`config.mk`:
```
export PLATFORM = sky130hd
export DESIGN_NAME = framebuffer_to_rgba_converter
export DESIGN_NICKNAME = d
export VERILOG_FILES = /design/src/hdl/fbrgba_pkg.sv /design/src/hdl/framebuffer_to_rgba_converter.sv /design/src/hdl/fbrgba_front.sv /design/src/hdl/fbrgba_queue.sv /design/src/hdl/fbrgba_back.sv
export SDC_FILE = /design/constraint.sdc
export NUM_CORES = 1
export LEC_CHECK = 0
export BUFFER_PORTS_ARGS = -buffer_cell sky130_fd_sc_hd__buf_2
export CELL_PAD_IN_SITES_DETAIL_PLACEMENT = 0
export CELL_PAD_IN_SITES_GLOBAL_PLACEMENT = 1
export CORE_MARGIN = 2
export CORE_UTILIZATION = 40
export DETAILED_ROUTE_END_ITERATION = 10
export PLACE_DENSITY_LB_ADDON = 0.2
export SYNTH_ARGS = -nofsm -noshare
export SYNTH_HDL_FRONTEND = slang
export SYNTH_HIERARCHICAL = 1
export SYNTH_SLANG_ARGS = --single-unit
```
`constraint.sdc`:
```
create_clock -name clock -period 10.3 [get_ports clock]
set_clock_uncertainty 0.15 [all_clocks]
set_input_delay 1.545 -clock clock [delete_from_list [all_inputs] [get_ports clock]]
set_output_delay 1.545 -clock clock [all_outputs]
set_load 0.005 [all_outputs]
```
`src/hdl/fbrgba_pkg.sv`:
```
// Shared types and constants for the framebuffer to RGB pixel unpacker.
// No dependencies.
`default_nettype none
package fbrgba_pkg;

   localparam int CFG_W     = 11;   // widest configuration register
   localparam int CSR_IDX_W = 2;
   localparam int WORD_W    = 16;
   localparam int CHAN_W    = 8;
   localparam int IDX_W     = 20;   // destination index width
   localparam int SUB_W     = 3;    // pixel number within one source word
   localparam int QDEPTH    = 2;

   localparam logic [CSR_IDX_W-1:0] CSR_COLOR_MODE   = 2'd0;
   localparam logic [CSR_IDX_W-1:0] CSR_FRAME_WIDTH  = 2'd1;
   localparam logic [CSR_IDX_W-1:0] CSR_FRAME_HEIGHT = 2'd2;

   localparam logic [CFG_W-1:0] WIDTH_RESET  = 11'd128;
   localparam logic [CFG_W-1:0] HEIGHT_RESET = 11'd64;

   typedef enum logic [1:0] {
      MODE_MONO   = 2'd0,
      MODE_GRAY2  = 2'd1,
      MODE_RGB565 = 2'd2,
      MODE_FILL   = 2'd3
   } color_mode_type;

   localparam logic [SUB_W-1:0] LAST_MONO  = 3'd7;
   localparam logic [SUB_W-1:0] LAST_GRAY2 = 3'd3;
   localparam logic [SUB_W-1:0] LAST_ONE   = 3'd0;

   typedef struct packed {
      color_mode_type    mode;
      logic [WORD_W-1:0] word;
      logic [SUB_W-1:0]  last_sub;
   } entry_type;

endpackage
`default_nettype wire

```
`src/hdl/framebuffer_to_rgba_converter.sv`:
```
// A source word is held in a queue slot, then its pixels in the rsp registers.
// Throughput: one pixel per cycle from the back end pixel counter unless
// stalled; a mono word gives 8 pixels, two-bit gray 4, rgb565 or fill 1.
// Reset (synchronous): registers to mode 0, 128 x 64, raster position zero;
// pixels wait for the row start index to settle after it or a geometry write.
`default_nettype none
module framebuffer_to_rgba_converter #(
   parameter int MAX_WIDTH  = 1024,
   parameter int MAX_HEIGHT = 1024
) (
   input  wire logic                              clock,
   input  wire logic                              reset,
   input  wire logic                              req_valid,
   output logic                                   req_ready,
   input  wire logic [fbrgba_pkg::WORD_W-1:0]     req_src_word,
   output logic                                   rsp_valid,
   input  wire logic                              rsp_ready,
   output logic [fbrgba_pkg::IDX_W-1:0]           rsp_pixel_index,
   output logic [fbrgba_pkg::CHAN_W-1:0]          rsp_red,
   output logic [fbrgba_pkg::CHAN_W-1:0]          rsp_green,
   output logic [fbrgba_pkg::CHAN_W-1:0]          rsp_blue,
   output logic                                   rsp_last_of_item,
   output logic                                   rsp_last_of_frame,
   input  wire logic                              csr_valid,
   output logic                                   csr_ready,
   input  wire logic [fbrgba_pkg::CSR_IDX_W-1:0]  csr_index,
   input  wire logic [fbrgba_pkg::CFG_W-1:0]      csr_wdata
);
   import fbrgba_pkg::*;

   localparam int WW = $clog2(MAX_WIDTH + 1);
   localparam int HW = $clog2(MAX_HEIGHT + 1);

   logic             q_push, q_full, q_pop, q_head_valid;
   entry_type        q_entry, q_head;
   logic [WW-1:0]    eff_width;
   logic [HW-1:0]    eff_height;
   logic [IDX_W-1:0] top_index;
   logic             geom_clear, geom_pending;

   fbrgba_front #(
      .MAX_WIDTH  (MAX_WIDTH),
      .MAX_HEIGHT (MAX_HEIGHT),
      .WW         (WW),
      .HW         (HW)
   ) u_front (
      .clock        (clock),
      .reset        (reset),
      .req_valid    (req_valid),
      .req_ready    (req_ready),
      .req_src_word (req_src_word),
      .csr_valid    (csr_valid),
      .csr_ready    (csr_ready),
      .csr_index    (csr_index),
      .csr_wdata    (csr_wdata),
      .q_full       (q_full),
      .q_push       (q_push),
      .q_entry      (q_entry),
      .eff_width    (eff_width),
      .eff_height   (eff_height),
      .top_index    (top_index),
      .geom_clear   (geom_clear),
      .geom_pending (geom_pending)
   );

   fbrgba_queue u_queue (
      .clock      (clock),
      .reset      (reset),
      .push       (q_push),
      .push_entry (q_entry),
      .pop        (q_pop),
      .full       (q_full),
      .head_valid (q_head_valid),
      .head_entry (q_head)
   );

   fbrgba_back #(
      .WW (WW),
      .HW (HW)
   ) u_back (
      .clock             (clock),
      .reset             (reset),
      .head_valid        (q_head_valid),
      .head_entry        (q_head),
      .pop               (q_pop),
      .eff_width         (eff_width),
      .eff_height        (eff_height),
      .top_index         (top_index),
      .geom_clear        (geom_clear),
      .geom_pending      (geom_pending),
      .rsp_valid         (rsp_valid),
      .rsp_ready         (rsp_ready),
      .rsp_pixel_index   (rsp_pixel_index),
      .rsp_red           (rsp_red),
      .rsp_green         (rsp_green),
      .rsp_blue          (rsp_blue),
      .rsp_last_of_item  (rsp_last_of_item),
      .rsp_last_of_frame (rsp_last_of_frame)
   );

endmodule
`default_nettype wire

```
`src/hdl/fbrgba_front.sv`:
```
// Front end: configuration registers, frame geometry and item intake.
// Classifies each source word and pushes it to the queue. Uses fbrgba_pkg.
`default_nettype none
module fbrgba_front #(
   parameter int MAX_WIDTH  = 1024,
   parameter int MAX_HEIGHT = 1024,
   parameter int WW         = 11,
   parameter int HW         = 11
) (
   input  wire logic                              clock,
   input  wire logic                              reset,
   input  wire logic                              req_valid,
   output logic                                   req_ready,
   input  wire logic [fbrgba_pkg::WORD_W-1:0]     req_src_word,
   input  wire logic                              csr_valid,
   output logic                                   csr_ready,
   input  wire logic [fbrgba_pkg::CSR_IDX_W-1:0]  csr_index,
   input  wire logic [fbrgba_pkg::CFG_W-1:0]      csr_wdata,
   input  wire logic                              q_full,
   output logic                                   q_push,
   output fbrgba_pkg::entry_type                  q_entry,
   output logic [WW-1:0]                          eff_width,
   output logic [HW-1:0]                          eff_height,
   output logic [fbrgba_pkg::IDX_W-1:0]           top_index,
   output logic                                   geom_clear,
   output logic                                   geom_pending
);
   import fbrgba_pkg::*;

   localparam int CAP_W = (MAX_WIDTH / 8) * 8;
   localparam int WH_W  = (WW > HW) ? WW : HW;
   localparam int CMP_W = ((WH_W > CFG_W) ? WH_W : CFG_W) + 1;
   localparam int PW    = ((HW + WW) > IDX_W) ? (HW + WW) : IDX_W;

   color_mode_type    mode_ff, mode_in;
   logic [WW-1:0]     width_ff, width_in;
   logic [HW-1:0]     height_ff, height_in;
   logic [IDX_W-1:0]  top_ff;
   logic              pending_ff;

   logic              csr_xfer;
   logic [CMP_W-1:0]  w_raw, w_clamp, h_raw, h_clamp;
   logic [PW-1:0]     top_prod;

   assign csr_ready = 1'b1;
   assign csr_xfer  = csr_valid && csr_ready;

   always_comb begin
      w_raw = CMP_W'({csr_wdata[CFG_W-1:3], 3'b000});
      if (w_raw < CMP_W'(8)) begin
         w_clamp = CMP_W'(8);
      end else if (w_raw > CMP_W'(CAP_W)) begin
         w_clamp = CMP_W'(CAP_W);
      end else begin
         w_clamp = w_raw;
      end
      h_raw = CMP_W'(csr_wdata);
      if (h_raw < CMP_W'(1)) begin
         h_clamp = CMP_W'(1);
      end else if (h_raw > CMP_W'(MAX_HEIGHT)) begin
         h_clamp = CMP_W'(MAX_HEIGHT);
      end else begin
         h_clamp = h_raw;
      end
   end

   always_comb begin
      mode_in    = mode_ff;
      width_in   = width_ff;
      height_in  = height_ff;
      geom_clear = 1'b0;
      if (csr_xfer) begin
         case (csr_index)
            CSR_COLOR_MODE: begin
               mode_in = color_mode_type'(csr_wdata[1:0]);
            end
            CSR_FRAME_WIDTH: begin
               width_in   = w_clamp[WW-1:0];
               geom_clear = 1'b1;
            end
            CSR_FRAME_HEIGHT: begin
               height_in  = h_clamp[HW-1:0];
               geom_clear = 1'b1;
            end
            default: begin
            end
         endcase
      end
   end

   assign top_prod = PW'(height_ff - HW'(1)) * PW'(width_ff);

   always_ff @(posedge clock) begin
      if (reset) begin
         mode_ff    <= MODE_MONO;
         width_ff   <= WW'(WIDTH_RESET);
         height_ff  <= HW'(HEIGHT_RESET);
         pending_ff <= 1'b1;
      end else begin
         mode_ff    <= mode_in;
         width_ff   <= width_in;
         height_ff  <= height_in;
         pending_ff <= geom_clear;
      end
      top_ff <= top_prod[IDX_W-1:0];
   end

   assign eff_width    = width_ff;
   assign eff_height   = height_ff;
   assign top_index    = top_ff;
   assign geom_pending = pending_ff;

   assign req_ready = !q_full;
   assign q_push    = req_valid && req_ready;

   always_comb begin
      q_entry.mode = mode_ff;
      q_entry.word = req_src_word;
      case (mode_ff)
         MODE_MONO:  q_entry.last_sub = LAST_MONO;
         MODE_GRAY2: q_entry.last_sub = LAST_GRAY2;
         default:    q_entry.last_sub = LAST_ONE;
      endcase
   end

endmodule
`default_nettype wire

```
`src/hdl/fbrgba_queue.sv`:
```
// Short show-ahead queue between front end and pixel back end.
// Holds classified source words. Uses fbrgba_pkg.
`default_nettype none
module fbrgba_queue (
   input  wire logic                  clock,
   input  wire logic                  reset,
   input  wire logic                  push,
   input  wire fbrgba_pkg::entry_type push_entry,
   input  wire logic                  pop,
   output logic                       full,
   output logic                       head_valid,
   output fbrgba_pkg::entry_type      head_entry
);
   import fbrgba_pkg::*;

   localparam int PTR_W = (QDEPTH > 1) ? $clog2(QDEPTH) : 1;
   localparam int CNT_W = $clog2(QDEPTH + 1);

   entry_type          slot_ff [QDEPTH];
   logic [PTR_W-1:0]   wr_ff, wr_in, rd_ff, rd_in;
   logic [CNT_W-1:0]   count_ff, count_in;

   always_comb begin
      wr_in    = wr_ff;
      rd_in    = rd_ff;
      count_in = count_ff;
      if (push) begin
         wr_in = (wr_ff == PTR_W'(QDEPTH - 1)) ? '0 : wr_ff + PTR_W'(1);
      end
      if (pop) begin
         rd_in = (rd_ff == PTR_W'(QDEPTH - 1)) ? '0 : rd_ff + PTR_W'(1);
      end
      if (push && !pop) begin
         count_in = count_ff + CNT_W'(1);
      end else if (pop && !push) begin
         count_in = count_ff - CNT_W'(1);
      end
   end

   always_ff @(posedge clock) begin
      if (reset) begin
         wr_ff    <= '0;
         rd_ff    <= '0;
         count_ff <= '0;
      end else begin
         wr_ff    <= wr_in;
         rd_ff    <= rd_in;
         count_ff <= count_in;
      end
      if (push) begin
         slot_ff[wr_ff] <= push_entry;
      end
   end

   assign full       = (count_ff == CNT_W'(QDEPTH));
   assign head_valid = (count_ff != '0);
   assign head_entry = slot_ff[rd_ff];

endmodule
`default_nettype wire

```
`src/hdl/fbrgba_back.sv`:
```
// Back end: expands queued words, one pixel per cycle unless stalled, tracks
// raster position and drives the registered result channel. Uses fbrgba_pkg.
`default_nettype none
module fbrgba_back #(
   parameter int WW = 11,
   parameter int HW = 11
) (
   input  wire logic                              clock,
   input  wire logic                              reset,
   input  wire logic                              head_valid,
   input  wire fbrgba_pkg::entry_type             head_entry,
   output logic                                   pop,
   input  wire logic [WW-1:0]                     eff_width,
   input  wire logic [HW-1:0]                     eff_height,
   input  wire logic [fbrgba_pkg::IDX_W-1:0]      top_index,
   input  wire logic                              geom_clear,
   input  wire logic                              geom_pending,
   output logic                                   rsp_valid,
   input  wire logic                              rsp_ready,
   output logic [fbrgba_pkg::IDX_W-1:0]           rsp_pixel_index,
   output logic [fbrgba_pkg::CHAN_W-1:0]          rsp_red,
   output logic [fbrgba_pkg::CHAN_W-1:0]          rsp_green,
   output logic [fbrgba_pkg::CHAN_W-1:0]          rsp_blue,
   output logic                                   rsp_last_of_item,
   output logic                                   rsp_last_of_frame
);
   import fbrgba_pkg::*;

   logic [SUB_W-1:0]  sub_ff, sub_in;
   logic [WW-1:0]     col_ff, col_in, col_next;
   logic [HW-1:0]     row_ff, row_in, row_next;
   logic [IDX_W-1:0]  base_ff, base_in, cur_base;
   logic              valid_ff, valid_in;
   logic [IDX_W-1:0]  index_ff;
   logic [CHAN_W-1:0] red_ff, green_ff, blue_ff, red_c, green_c, blue_c;
   logic              item_last_ff, frame_last_ff;

   logic              emit, last_sub, row_end, frame_end;
   logic [7:0]        src_byte;
   logic [1:0]        level;
   logic [4:0]        r5, b5;
   logic [5:0]        g6;

   assign emit      = head_valid && !geom_pending && (!valid_ff || rsp_ready);
   assign last_sub  = (sub_ff == head_entry.last_sub);
   assign pop       = emit && last_sub;
   assign col_next  = col_ff + WW'(1);
   assign row_next  = row_ff + HW'(1);
   assign row_end   = (col_next == eff_width);
   assign frame_end = row_end && (row_next == eff_height);
   assign cur_base  = (row_ff == '0) ? top_index : base_ff;

   assign src_byte = head_entry.word[7:0];
   assign r5       = head_entry.word[15:11];
   assign g6       = head_entry.word[10:5];
   assign b5       = head_entry.word[4:0];

   always_comb begin
      case (sub_ff[1:0])
         2'd0:    level = src_byte[7:6];
         2'd1:    level = src_byte[5:4];
         2'd2:    level = src_byte[3:2];
         default: level = src_byte[1:0];
      endcase
      case (head_entry.mode)
         MODE_MONO: begin
            red_c = {CHAN_W{src_byte[sub_ff]}};
         end
         MODE_GRAY2: begin
            red_c = {level, level, level, level};
         end
         MODE_RGB565: begin
            red_c = {r5, r5[4:2]};
         end
         default: begin
            red_c = '0;
         end
      endcase
      green_c = red_c;
      blue_c  = red_c;
      if (head_entry.mode == MODE_RGB565) begin
         green_c = {g6, g6[5:4]};
         blue_c  = {b5, b5[4:2]};
      end
   end

   always_comb begin
      sub_in   = sub_ff;
      col_in   = col_ff;
      row_in   = row_ff;
      base_in  = base_ff;
      valid_in = valid_ff && !rsp_ready;
      if (emit) begin
         valid_in = 1'b1;
         sub_in   = last_sub ? '0 : sub_ff + SUB_W'(1);
         if (frame_end) begin
            col_in = '0;
            row_in = '0;
         end else if (row_end) begin
            col_in  = '0;
            row_in  = row_next;
            base_in = cur_base - IDX_W'(eff_width);
         end else begin
            col_in = col_next;
         end
      end
      if (geom_clear) begin
         col_in = '0;
         row_in = '0;
      end
   end

   always_ff @(posedge clock) begin
      if (reset) begin
         sub_ff   <= '0;
         col_ff   <= '0;
         row_ff   <= '0;
         valid_ff <= 1'b0;
      end else begin
         sub_ff   <= sub_in;
         col_ff   <= col_in;
         row_ff   <= row_in;
         valid_ff <= valid_in;
      end
      base_ff <= base_in;
      if (emit) begin
         index_ff      <= cur_base + IDX_W'(col_ff);
         red_ff        <= red_c;
         green_ff      <= green_c;
         blue_ff       <= blue_c;
         item_last_ff  <= last_sub;
         frame_last_ff <= frame_end;
      end
   end

   assign rsp_valid         = valid_ff;
   assign rsp_pixel_index   = index_ff;
   assign rsp_red           = red_ff;
   assign rsp_green         = green_ff;
   assign rsp_blue          = blue_ff;
   assign rsp_last_of_item  = item_last_ff;
   assign rsp_last_of_frame = frame_last_ff;

endmodule
`default_nettype wire
```
=== After elaboration in Yosys (flattened, before gate mapping) ===
Memories as Yosys holds them, arrays and structs flattened. A register that Yosys moved wholly into a read port is not among the register bits.
Cells that the tools add are included.

* Input bits: 34
* Memories: 1
* Bits in registers: 141
* Logic and storage cells: 106
* Output and inout bits: 49
* RAM bits: 42

{| class="wikitable"
|+ Memory list
! memory !! depth !! bits a word !! read ports !! clocked after Yosys merged registers in !! write ports !! RTL line !! text
|-
| u_queue.slot_ff || 2 || 21 || 1 || 1 || 1 || fbrgba_queue.sv:19 || <nowiki>entry_type slot_ff [QDEPTH];</nowiki>
|}

* Bitwise logic cells: 1
* $mul: 1
* Equality and inequality tests: 11
* $add $sub $neg: 10
* Order comparisons: 5
* Reductions and logical operators: 30
* Mux-type cells: 28

{| class="wikitable"
|+ Operator list
! cell !! count
|-
| $mux W11 || 8
|-
| $pmux W8 S3 || 1
|-
| $add A11 B1 Y11 const B || 2
|-
| $eq A11 B11 Y1 || 2
|-
| $gt A11 B11 Y1 const B || 2
|-
| $mul A22 B11 Y20 || 1
|-
| $add A20 B11 Y20 || 1
|-
| $mux W20 || 1
|-
| $sub A20 B11 Y20 || 1
|-
| $mux W8 || 2
|-
| $sub A11 B1 Y12 const B || 1
|-
| $logic_not A11 Y1 || 1
|-
| $lt A11 B1 Y1 const B || 1
|-
| $lt A11 B4 Y1 const B || 1
|-
| $mux W1 || 10
|-
| $eq A2 B1 Y1 const B || 4
|-
| $eq A2 B2 Y1 const B || 4
|-
| $logic_and A1 B1 Y1 || 8
|-
| $logic_not A2 Y1 || 4
|-
| $reduce_and A2 Y1 || 4
|-
| $logic_not A1 Y1 || 6
|-
| $pmux W2 S3 || 1
|-
| $pmux W3 S2 || 1
|-
| $reduce_bool A2 Y1 || 3
|-
| other kinds (13) || 16
|}

=== Longest topological paths before layout ===
Gate-level depths: netlist of the first run.

* Depth in word-level cells: 7
* Mapped depth: 23

=== Modules after synthesis ===
The synthesis of the first run kept the hierarchy.

{| class="wikitable"
|+ Modules (own cells, without submodules)
! module !! times used !! sequential area each (µm²) !! area each (µm²) !! cells each
|-
| fbrgba_back || 1 || 2,502.4 || 6,114.6 || 643
|-
| fbrgba_front || 1 || 780.7 || 4,744.6 || 532
|-
| fbrgba_queue || 1 || 1,361.3 || 1,717.9 || 87
|}

=== Least setup slack after synthesis of the first run ===
No wires, ideal clock.

* Path type: register to register
* From: register u_front.height_ff[0] (netlist: u_front/eff_height[0])
* To: register u_front.top_ff[17] (netlist: u_front/top_index[17])
* Setup slack: 4,629 ps
* Setup time: 72 ps
* Period minus slack after synthesis: 5,671 ps
* Stages on the path, launching flop included: 22
* Arrival time: 5,449 ps
* Cell sequence: dfxtp_1 -> clkbuf_1 -> inv_1 -> ha_1 -> nor3b_1 -> nor4b_4 -> xor2_1 -> and2_1 -> fa_1 -> fa_1 -> inv_1 -> fa_1 -> inv_1 -> fa_1 -> ha_1 -> ha_1 -> or2_2 -> a21boi_0 -> o41a_1 -> a21o_1 -> a21oi_1 -> xnor2_1

* Word-level cells in the longest chain between the ends: 2

{| class="wikitable"
|+ RTL lines
! what !! RTL line !! text
|-
| start, declared || fbrgba_front.sv:37 || <nowiki>logic [HW-1:0] height_ff, height_in;</nowiki>
|-
| start signal, assigned || fbrgba_front.sv:97 || <nowiki>height_ff <= HW'(HEIGHT_RESET);</nowiki>
|-
| start signal, assigned || fbrgba_front.sv:102 || <nowiki>height_ff <= height_in;</nowiki>
|-
| $sub A11 B1 Y12 || fbrgba_front.sv:91 || <nowiki>assign top_prod = PW'(height_ff - HW'(1)) * PW'(width_ff);</nowiki>
|-
| $mul A22 B11 Y20 || fbrgba_front.sv:91 ||
|-
| named net u_front.top_prod[17] || fbrgba_front.sv:43 || <nowiki>logic [PW-1:0] top_prod;</nowiki>
|-
| end signal, assigned || fbrgba_front.sv:105 || <nowiki>top_ff <= top_prod[IDX_W-1:0];</nowiki>
|-
| end, declared || fbrgba_front.sv:38 || <nowiki>logic [IDX_W-1:0] top_ff;</nowiki>
|}

The timed path passes the listed nets, and every way through them passes these cells.
A chain may end at the register's enable or synchronous reset.

=== Worst setup path after layout of the first run ===
* From: register u_front.height_ff[0] (netlist: u_front/eff_height[0])
* To: register u_front.top_ff[16] (netlist: u_front/top_index[16])

Same word-level chain as after synthesis.

==> metrics.yaml, run 1 <==
clock_network:
  clk_pin_slew_ns: 0.07
  cts_hold_buf: 0
  root_buffer: "clkbuf_16"
  cts.htree.levels: 4
  cts_setup_buffers: 0
  cts_tree: "built"
  clk_latency_ns: 0.45
  numCtsBuffers: 17
  clockBufferDepth: 2
  cts_sinks: 178
  cts_resized: 0
worst_hold_path:
  hold_path_class: "flip-flop to flip-flop"
synthesis:
  synth_top_family_by_area: "adder cells"
  synthTopCellsByArea: "edfxtp_1, dfxtp_1, fa_1"
  syn_avg_cell_area_um2: 9.97
  ys.flop_type: "edfxtp_1"
  ys_seq_area_frac: 0.369
  synthesis.area_um2: 12600
  yosys_warnings: 6
  ys_async_sr_fraction: 0
  yosysMostFrequentCell: "nand2_1"
  synth-edff-count: 108
  synthDistinctLibCells: 85
  syn_inst: 1262
  synthAdderAreaFrac: 0.183
  synth_top_area_share: 0.258
  synthXorXnorAreaFrac: 0.0759
  synth_simple_gate_area_frac: 0.174
  synthMuxAreaShare: 0.0450
  ys_ff_latch: 178
  synth-compound-area-share: 0.0815
  synth_top_cell_by_area: "edfxtp_1"
  yosys-top-cells-count: "nand2_1, inv_1, edfxtp_1"
finish:
  layout.cells.non_filler: 1707
  nets: 1476
  diodes: 0
  fin_area_um2: 13700
  area_delta_synth_final_pct: 8.91
  drive_gt1_frac: 0.137
die:
  num_rows: 64
  num_io_pins: 83
  floorplan.die_area_um2: 32900
  start_util: 0.409
  core-area_um2: 30700
  dieWidth_um: 181
  die_height_um: 181
global_route:
  first_global_vias: 8716
  overflow: 0
  grt_use_total: 0.175
  antenna_found_initial: 0
  grt_max_degree: 63
  grt_pass1_wl_um: 46000
pwr:
  p_switching_uw: 602
  intPower_mw: 1.36
  sequentialPowerShare: 0.449
  power_density_nw_per_um2: 143
  swShare: 0.307
  clkPwrFrac: 0.333
  combPwrFrac: 0.218
  vdd_drop_max_uv: 102
  p_leak_nw: 5.57
drt:
  drc: 0
  wl_per_cell_um: 16.1
  routed_via_density: 5.08
  drt_first_pass_iters: 5
  via_count: 8675
  ant_nets: 0
  drt_iter0_markers: 521
  finalWirelength_um: 27400
placement:
  dp.cells: 1675
  gp_congestion: 0.812
  io_buffers: 81
  dp_hpwl_um: 20000
  place_area_um2: 13100
critical_path:
  cp_common_cell: "fa_1"
  slowest_stage: "or4_1"
  worst_setup_path_start_kind: "flip-flop"
  crit_path_max_fanout: 12
  crit_buf_inv: 3
  worstPathRequired_ns: 10.46
  cp.arrival_ns: 6.44
  path_class: "flip-flop to flip-flop"
  worst_path_largest_cell_delay_ns: 0.73
  end_kind: "flip-flop"
  path_cells: "or4_1 -> nor2_1 -> xor2_1 -> nand2_1 -> fa_1 -> inv_1 -> fa_1 -> inv_1 -> fa_1 -> inv_1 -> fa_1 -> ha_1 -> ha_1 -> nor2b_1 -> o21ai_0 -> a21boi_0 -> o21ai_0 -> a21oi_1 -> xor2_1"
  crit_family: "adder cells"
run:
  maxCapViolCount: 0
timing:
  min_period_over_period: 0.609
  finalHoldViolations: 0
  slew_headroom: 0.199
  min_period_ns: 6.27
  fmax_mhz: 159
  tns_ns: 0
  grt_setup_unrepaired: "no"
  drv_slew: 0
  whs_ns: 0.349
  worst_pin_slew_ns: 1.20
  setup_viol: 0
status:
  status: "finished clean"
kinds of logic (layout without fill, tap and decap cells):
family / after synthesis / count (layout)
compound gates: 163 / 163
fa+ha+maj: 144 / 144
flops: 178 / 178
xor+xnor: 105 / 105
buf+inv: 203 / 247
other cells: 2 / 7
mux: 50 / 50
simple gates: 417 / 417
worst reg2reg max path: stages (launching register included):
cell and delay [ns]:
dfxtp_1 0.43, or4_1 0.73, nor2_1 0.17, xor2_1 0.47
nand2_1 0.16, fa_1 0.58, inv_1 0.06, fa_1 0.50
inv_1 0.05, fa_1 0.47, inv_1 0.05, fa_1 0.47
ha_1 0.30, ha_1 0.35, nor2b_1 0.15, o21ai_0 0.23
a21boi_0 0.16, o21ai_0 0.36, a21oi_1 0.17, xor2_1 0.17
stage by stage:
stage	util	power (mW)	setup slack (ns)
floorplan	-	1.21	4.63
global placement	0.427	1.32	4.21
detailed placement	0.427	1.33	4.04
CTS	0.445	1.98	4.05
global route	0.445	2.08	3.67
finish	0.445	1.96	4.03
registers in the layout (all words and copies together) (netlist names), 2 cells and up, named ones only:
| register | flops |
|---|---|
| u_queue/count_ff | 2 |
| u_back/sub_ff | 3 |
| u_back/base_ff | 20 |
| u_back/rsp_red | 8 |
| u_front/top_index | 17 |
| u_queue/slot_ff | 42 |
| u_front/eff_height | 11 |
| u_front/mode_ff | 2 |
| u_back/rsp_green | 8 |
| u_back/rsp_pixel_index | 20 |
| u_back/row_ff | 11 |
| u_back/rsp_blue | 8 |
| u_back/col_ff | 11 |
| u_front/eff_width | 8 |
power by group through the flow:
stage	combinational (mW)	clock [mW]	sequential (mW)
finish	0.426	0.652	0.881
global route	0.492	0.703	0.888
CTS	0.432	0.670	0.881
detailed placement	0.428	0	0.897
global placement	0.424	0	0.896
floorplan	0.337	0	0.878
area by class of cell:
| type | count | area [µm²] |
|---|---|---|
| Multi-Input combinational cell | 886 | 7060 |
| Fill cell | 3042 | 17100 |
| Clock inverter | 15 | 153 |
| Clock buffer | 17 | 425 |
| Inverter | 130 | 488 |
| Sequential cell | 178 | 4640 |
| Tap cell | 396 | 495 |
| Timing Repair Buffer | 85 | 435 |
placed cells by master (no fill, tap or decap), types with 7 or more instances in the layout:
master	count
a21oi_1	62
buf_2	81
inv_6	7
nand3_1	26
conb_1	7
nor2_1	57
nand2_1	149
nand4_1	10
xor2_1	40
or2_2	8
nor2b_1	30
mux2i_1	16
edfxtp_1	108
nor3_1	18
xnor2_1	62
or3_1	11
dfxtp_1	70
clkbuf_16	17
o21ai_0	29
nand2b_1	11
ha_1	78
and3_1	10
mux2_2	32
inv_1	129
nor3b_1	13
fa_1	66
and2_1	38
o21ai_1	7
nor4_1	7
final timing paths:
check | cells after the start | endpoint | start | slack (ns)
max | 19 | u_front/top_index[16] | u_front/eff_height[0] | 4.03
max reg2reg | 19 | u_front/top_index[16] | u_front/eff_height[0] | 4.03
min | 2 | u_back/rsp_valid | u_back/rsp_valid | 0.35
min reg2reg | 2 | u_back/rsp_valid | u_back/rsp_valid | 0.35
layer usage:
layer | wire length, µm | share of wire | GRT usage | vias up
li1 | - | - | - | 4317
met1 | 13200 | 0.48 | 0.243 | 4217
met4 | 224 | 0.0082 | 0.0413 | 0
met2 | 13300 | 0.48 | 0.289 | 128
met3 | 753 | 0.027 | 0.0254 | 13
met5 | 0 | 0 | 0 | -
No activity file was read; power rests on OpenSTA's default activity.
==> run 2: changes to the inputs <==
--- a/config.mk
+++ b/config.mk
@@ -5,6 +5,7 @@
 export SDC_FILE = /design/constraint.sdc
 export NUM_CORES = 1
 export LEC_CHECK = 0
+export ABC_AREA = 1
 export BUFFER_PORTS_ARGS = -buffer_cell sky130_fd_sc_hd__buf_2
 export CELL_PAD_IN_SITES_DETAIL_PLACEMENT = 0
 export CELL_PAD_IN_SITES_GLOBAL_PLACEMENT = 1
==> constraint.sdc (replaced) <==
create_clock -name clock -period 5.1 [get_ports clock]
set_clock_uncertainty 0.15 [all_clocks]
set_input_delay 0.765 -clock clock [delete_from_list [all_inputs] [get_ports clock]]
set_output_delay 0.765 -clock clock [all_outputs]
set_load 0.005 [all_outputs]
==> metrics.yaml, run 2 <==
status:
  status: "finished clean"  # unchanged
synthesis:
  synthesis.area_um2: 12900  # was 12600 µm²
  syn_avg_cell_area_um2: 8.30  # was 9.97 µm²
  synth_top_area_share: 0.251  # was 0.258
  ys_ff_latch: 178  # unchanged
  syn_inst: 1556  # was 1262
  ys_seq_area_frac: 0.360  # was 0.369
  synthTopCellsByArea: "edfxtp_1, dfxtp_1, nand2_1"  # was edfxtp_1, dfxtp_1, fa_1
  synthDistinctLibCells: 53  # was 85
  ys.flop_type: "edfxtp_1"  # unchanged
  ys_async_sr_fraction: 0  # unchanged
  yosysMostFrequentCell: "nand2_1"  # unchanged
  synth-edff-count: 108  # unchanged
  synth_top_cell_by_area: "edfxtp_1"  # unchanged
  yosys-top-cells-count: "nand2_1, inv_1, nor2_1"  # was nand2_1, inv_1, edfxtp_1
  yosys_warnings: 6  # unchanged
placement:
  dp_hpwl_um: 24200  # was 20000 µm
  gp_congestion: 0.841  # was 0.812
  place_area_um2: 13900  # was 13100 µm²
  io_buffers: 81  # unchanged
clock_network:
  cts_hold_buf: 0  # unchanged
  cts.htree.levels: 4  # unchanged
  cts_tree: "built"  # unchanged
  clockBufferDepth: 2  # unchanged
  root_buffer: "clkbuf_16"  # unchanged
  numCtsBuffers: 17  # unchanged
  clk_pin_slew_ns: 0.08  # was 0.07 ns
  cts_sinks: 178  # unchanged
  clk_latency_ns: 0.45  # about the same
critical_path:
  cp.arrival_ns: 5.03  # was 6.44 ns
  path_class: "flip-flop to flip-flop"  # unchanged
  end_kind: "flip-flop"  # unchanged
  crit_start: "u_front/eff_height[0]"  # unchanged
  worstPathRequired_ns: 5.27  # was 10.46 ns
  worst_setup_path_start_kind: "flip-flop"  # unchanged
  reg2regPathDepth: 21  # was 19
  rr_startpoint: "u_front/eff_height[0]"  # unchanged
  crit_path_max_fanout: 5  # was 12
drt:
  finalWirelength_um: 31300  # was 27400 µm
  wl_per_cell_um: 15.1  # was 16.1 µm
  routed_via_density: 4.86  # was 5.08
  drt_iter0_markers: 600  # was 521
  ant_nets: 0  # unchanged
  drt_first_pass_iters: 5  # unchanged
  drc: 0  # unchanged
  via_count: 10085  # was 8675
finish:
  diodes: 0  # unchanged
  fin_area_um2: 14800  # was 13700 µm²
  top_register: "u_queue/slot_ff"  # unchanged
  drive_gt1_frac: 0.181  # was 0.137
  largest_reg_flops: 42  # unchanged
  fillerInstances: 3130  # was 3042
  nets: 1836  # was 1476
  final_cell_mix: "nand2_1, inv_1, nor2_1"  # was nand2_1, inv_1, edfxtp_1
  area_delta_synth_final_pct: 14.8  # was 8.91%
  final_common_cell: "nand2_1"  # unchanged
timing:
  fmax_mhz: 206  # was 159 MHz
  min_period_ns: 4.86  # was 6.27 ns
  drv_slew: 0  # unchanged
  slew_headroom: 0.275  # was 0.199
  worst_pin_slew_ns: 1.09  # was 1.20 ns
  whs_ns: 0.334  # was 0.349 ns
  min_period_over_period: 0.953  # was 0.609
  setup_viol: 0  # unchanged
  finalHoldViolations: 0  # unchanged
global_route:
  overflow: 0  # unchanged
  grt_pass1_wl_um: 51300  # was 46000 µm
  first_global_vias: 9888  # was 8716
  antenna_found_initial: 0  # unchanged
  grt_use_total: 0.194  # was 0.175
  grt_max_degree: 59  # was 63
die:
  num_rows: 65  # was 64
  start_util: 0.407  # was 0.409
  dieWidth_um: 184  # was 181 µm
  num_io_pins: 83  # unchanged
  floorplan.die_area_um2: 33700  # was 32900 µm²
  die_height_um: 184  # was 181 µm
  core-area_um2: 31700  # was 30700 µm²
pwr:
  power_density_nw_per_um2: 291  # was 143 nW/µm²
  vdd_drop_max_uv: 224  # was 102 µV
  p_leak_nw: 6.72  # was 5.57 nW
worst_hold_path:
  hold_path_class: "flip-flop to flip-flop"  # unchanged
  hold_depth: 0  # was 2
  min_from: "u_front/mode_ff[0]"  # was u_back/rsp_valid
run:
  maxCapViolCount: 0  # unchanged
==> run 2: changes by cell type in the layout (fill, tap and decap cells not counted), moves of 20 or more <==
| cell | change |
|---|---|
| inv_1 | +115 |
| buf_4 | +43 |
| nor2b_1 | -30 |
| nor2_1 | +94 |
| nand3_1 | +60 |
| mux2_2 | -31 |
| inv_2 | +24 |
| nand2_1 | +219 |
| and2_1 | -36 |
| xnor2_1 | -45 |
| mux2_4 | +20 |
==> run 2: what timing repair did <==
| item | 4_1_cts | 5_1_grt |
|---|---|---|
| setup endpoints to repair | 3 | 7 |
| setup buffers | 0 | 2 |
| pin swaps | 0 | 23 |
| gates resized for setup | 4 | 56 |
==> run 2: final timing paths <==
kind	end	slack, ns
setup / recovery	u_front/top_index[18]	0.24
hold / removal	u_queue/slot_ff[0][19]	0.33
hold reg to reg	u_queue/slot_ff[0][19]	0.33
setup reg to reg	u_front/top_index[18]	0.24
==> run 2: kinds of logic (layout without fill, tap and decap cells) <==
logic type,Yosys count,in the layout,share of synthesized area
buffers and inverters,322,432,0.105
multiplexers,21,21,0.0241
adder cells (fa/ha/maj),144,144,0.178
AND/OR/NAND/NOR,689,689,0.234
other,2,7,0.000581
flip-flops,178,178,0.360
XOR/XNOR,48,48,0.0325
AO/OA/AOI/OAI,152,152,0.0670
==> run 2: power by group <==
part	internal (mW)	leakage (nW)	total (mW)	switching, mW
clock	0.725	0.312	1.41	0.681
sequential	1.69	1.57	1.72	0.0390
combinational	0.475	4.84	1.19	0.715
==> run 2: worst max-delay path, stage by stage (launching register included) <==
cell       delay [ns]
dfxtp_2          0.34
clkinv_4         0.04
buf_4            0.12
nand3_4          0.10
nor2_4           0.12
nand3_1          0.09
nand2_1          0.20
nor2_1           0.10
fa_1             0.53
inv_1            0.05
fa_1             0.49
fa_1             0.55
inv_1            0.05
fa_1             0.48
ha_1             0.30
ha_1             0.31
buf_4            0.15
nand2_2          0.07
nor2_2           0.05
nand3_1          0.11
o2111ai_2        0.13
xor2_1           0.16
==> run 2: per-layer routing <==
layer | track usage | vias up | wire (µm)
met3 | 0.0273 | 28 | 988
met4 | 0.0496 | 0 | 463
met5 | 0 | - | 0
met2 | 0.335 | 187 | 15300
li1 | - | 5128 | -
met1 | 0.255 | 4742 | 14500
==> run 2: final cells by class <==
| class | count | area [µm²] | area share |
|---|---|---|---|
| flip-flops and latches | 178 | 4650 | 0.314 |
| inverters | 272 | 1030 | 0.0692 |
| clock buffers | 17 | 425 | 0.0287 |
| repair buffers | 128 | 758 | 0.0511 |
| well taps | 402 | 503 | 0.0339 |
| clock inverters | 15 | 225 | 0.0152 |
| multi-input cells | 1061 | 7230 | 0.488 |
==> run 2: per-stage QoR <==
stage               power (mW)  setup WS, ns  cells  setup TNS [ns]   util
floorplan                 2.54        0.0274   1561               0      -
global placement          2.84        0.0490   2039               0  0.438
detailed placement        2.84       -0.0455   2039         -0.0455  0.438
CTS                       4.29        0.0119   2071               0  0.459
global route              4.59       -0.0108   2073         -0.0108  0.467
finish                    4.32         0.241   2073               0  0.467
==> run 3: changes to the inputs <==
--- a/config.mk
+++ b/config.mk
@@ -5,7 +5,6 @@
 export SDC_FILE = /design/constraint.sdc
 export NUM_CORES = 1
 export LEC_CHECK = 0
-export ABC_AREA = 1
 export BUFFER_PORTS_ARGS = -buffer_cell sky130_fd_sc_hd__buf_2
 export CELL_PAD_IN_SITES_DETAIL_PLACEMENT = 0
 export CELL_PAD_IN_SITES_GLOBAL_PLACEMENT = 1
==> metrics.yaml, run 3 (synthesis results as in run 1) <==
pwr:
  power_density_nw_per_um2: 281  # was 291 nW/µm²
  vdd_drop_max_uv: 209  # was 224 µV
  swShare: 0.302  # was 0.332
  clkPwrFrac: 0.322  # was 0.325
  intPower_mw: 2.93  # was 2.88 mW
  p_switching_mw: 1.27  # was 1.44 mW
  p_leak_nw: 6.03  # was 6.72 nW
  combPwrFrac: 0.256  # was 0.275
  sequentialPowerShare: 0.421  # was 0.399
drt:
  wl_met3_um: 772  # was 988 µm
  via_count: 9008  # was 10.1k
  ant_nets: 0  # unchanged
  drt_first_pass_iters: 4  # was 5
  wl_met2_um: 13400  # was 15300 µm
  routed_via_density: 5.04  # was 4.86
  drt_iter0_markers: 451  # was 600
  finalWirelength_um: 28200  # was 31300 µm
  wl_per_cell_um: 15.8  # was 15.1 µm
  top_layer: "met4"  # unchanged
  drc: 0  # unchanged
  wl_met1_um: 13800  # was 14500 µm
run:
  maxCapViolCount: 0  # unchanged
placement:
  gp_congestion: 0.810  # was 0.841
  dp_hpwl_um: 20500  # was 24200 µm
  place_area_um2: 13900  # about the same
  dp.cells: 1740  # was 2039
  io_buffers: 81  # unchanged
critical_path:
  cp.arrival_ns: 5.68  # was 5.03 ns
  end_kind: "flip-flop"  # unchanged
  reg2regPathDepth: 19  # was 21
  worst_setup_path_start_kind: "flip-flop"  # unchanged
  worstPathRequired_ns: 5.31  # was 5.27 ns
  rrSetupSlack_ns: -0.37  # was 0.24 ns
  crit_path_max_fanout: 5  # unchanged
  path_class: "flip-flop to flip-flop"  # unchanged
clock_network:
  cts_tree: "built"  # unchanged
  clk_pin_slew_ns: 0.07  # was 0.08 ns
  clockBufferDepth: 2  # unchanged
  cts_sinks: 178  # unchanged
  root_buffer: "clkbuf_16"  # unchanged
  cts.htree.levels: 4  # unchanged
  clk_latency_ns: 0.45  # about the same
  numCtsBuffers: 17  # unchanged
  cts_hold_buf: 0  # unchanged
die:
  start_util: 0.409  # was 0.407
  num_rows: 64  # was 65
  die_height_um: 181  # was 184 µm
  num_io_pins: 83  # unchanged
  floorplan.die_area_um2: 32900  # was 33700 µm²
  core-area_um2: 30700  # was 31700 µm²
  dieWidth_um: 181  # was 184 µm
global_route:
  antenna_found_initial: 0  # unchanged
  grt_max_degree: 58  # was 59
  grt_pass1_wl_um: 47000  # was 51300 µm
  first_global_vias: 9025  # was 9888
  grt_use_total: 0.179  # was 0.194
  overflow: 0  # unchanged
finish:
  final_common_cell: "nand2_1"  # unchanged
  nets: 1557  # was 1836
  layout.cells.non_filler: 1788  # was 2073
  final_cell_mix: "nand2_1, inv_1, edfxtp_1"  # was nand2_1, inv_1, nor2_1
  fillerInstances: 2875  # was 3130
  top_register: "u_queue/slot_ff"  # unchanged
  fin_area_um2: 14900  # was 14800 µm²
  diodes: 0  # unchanged
  area_delta_synth_final_pct: 18.8  # was 14.8%
  largest_reg_flops: 42  # unchanged
  drive_gt1_frac: 0.250  # was 0.181
worst_hold_path:
  hold_depth: 2  # was 0
  hold_path_class: "flip-flop to flip-flop"  # unchanged
timing:
  fmax_mhz: 183  # was 206 MHz
  drv_slew: 0  # unchanged
  min_period_ns: 5.47  # was 4.86 ns
  finalHoldViolations: 0  # unchanged
  slew_headroom: 0.225  # was 0.275
  setup_viol: 6  # was 0
  worst_pin_slew_ns: 1.16  # was 1.09 ns
  min_period_over_period: 1.07  # was 0.953
  grt_setup_unrepaired: "yes"
  worst_slack_ns: -0.374  # was 0.241 ns
status:
  violations: "negative setup slack"
  status: "complete, but fails checks"  # was finished clean
[run 3: cell count changes in the layout (fill, tap and decap cells not counted), sizes merged, moves of 35 or more]
cell	delta
and2	+35
xnor2	+45
nor2	-119
inv	-139
nand2	-230
nand3	-65
buf	+38
[run 3: critical path, cell delays in order, from the launching register on]
cell and delay (ns):
dfxtp_4 0.34, or4_4 0.58, o41ai_2 0.33, o21ai_4 0.12, buf_4 0.17, and2_1 0.16, fa_1 0.50, fa_1 0.44
fa_1 0.56, inv_2 0.04, fa_1 0.55, inv_2 0.05, ha_4 0.22, ha_4 0.27, o21ai_0 0.08, a21boi_1 0.14
o41a_1 0.22, nand4_1 0.13, a21oi_2 0.16, xor2_1 0.16
[run 3: what timing repair did]
action                     4_1_cts  5_1_grt
setup endpoints to repair        7        8
pin swaps                       48       27
resized for setup               42       36
setup buffers                   17        7
hold endpoints to repair         0        0
[run 3: path summary, 6_finish.rpt]
path,startpoint,endpoint
worst max-delay path,u_front/eff_height[2],u_front/top_index[19]
worst min-delay path,u_front/eff_width[9],u_front/eff_width[9]
worst max register to register,u_front/eff_height[2],u_front/top_index[19]
worst min register to register,u_front/eff_width[9],u_front/eff_width[9]
[run 3: metal layers]
| layer | GRT usage | up-vias |
|---|---|---|
| li1 | - | 4475 |
| met1 | 0.247 | 4393 |
| met2 | 0.294 | 123 |
| met3 | 0.0308 | 17 |
| met4 | 0.0393 | 0 |
| met5 | 0 | - |
[run 3: cell type report]
class                      instances  area (µm²)  area share
clock inverter                    12         129     0.00863
sequential                       178        4650       0.312
clock buffer                      20         489      0.0327
tap                              396         495      0.0332
multi-input combinational        886        7600       0.508
inverter                         130         495      0.0332
timing repair buffer             166        1080      0.0724
[run 3: power by group through the flow]
| stage | sequential, mW | clock [mW] | combinational, mW |
|---|---|---|---|
| 4_1_cts | 1.77 | 1.40 | 1.06 |
| 3_5_place_dp | 1.81 | 0 | 0.991 |
| 2_1_floorplan | 1.77 | 0 | 0.733 |
| 5_1_grt | 1.79 | 1.46 | 1.22 |
| 6_report | 1.77 | 1.36 | 1.08 |
| 3_3_place_gp | 1.80 | 0 | 0.981 |
[run 3: stage by stage]
| step | total power, mW | hold WS [ns] | utilization | worst slack (ns) | TNS [ns] |
|---|---|---|---|---|---|
| 2_1_floorplan | 2.51 | 0.298 | - | -0.207 | -0.637 |
| 3_3_place_gp | 2.78 | 0.322 | 0.451 | -0.475 | -2.15 |
| 3_5_place_dp | 2.80 | 0.328 | 0.451 | -0.514 | -2.55 |
| 4_1_cts | 4.23 | 0.331 | 0.481 | -0.405 | -1.72 |
| 5_1_grt | 4.47 | 0.329 | 0.486 | -0.663 | -2.90 |
| 6_report | 4.21 | 0.341 | 0.486 | -0.374 | -1.61 |
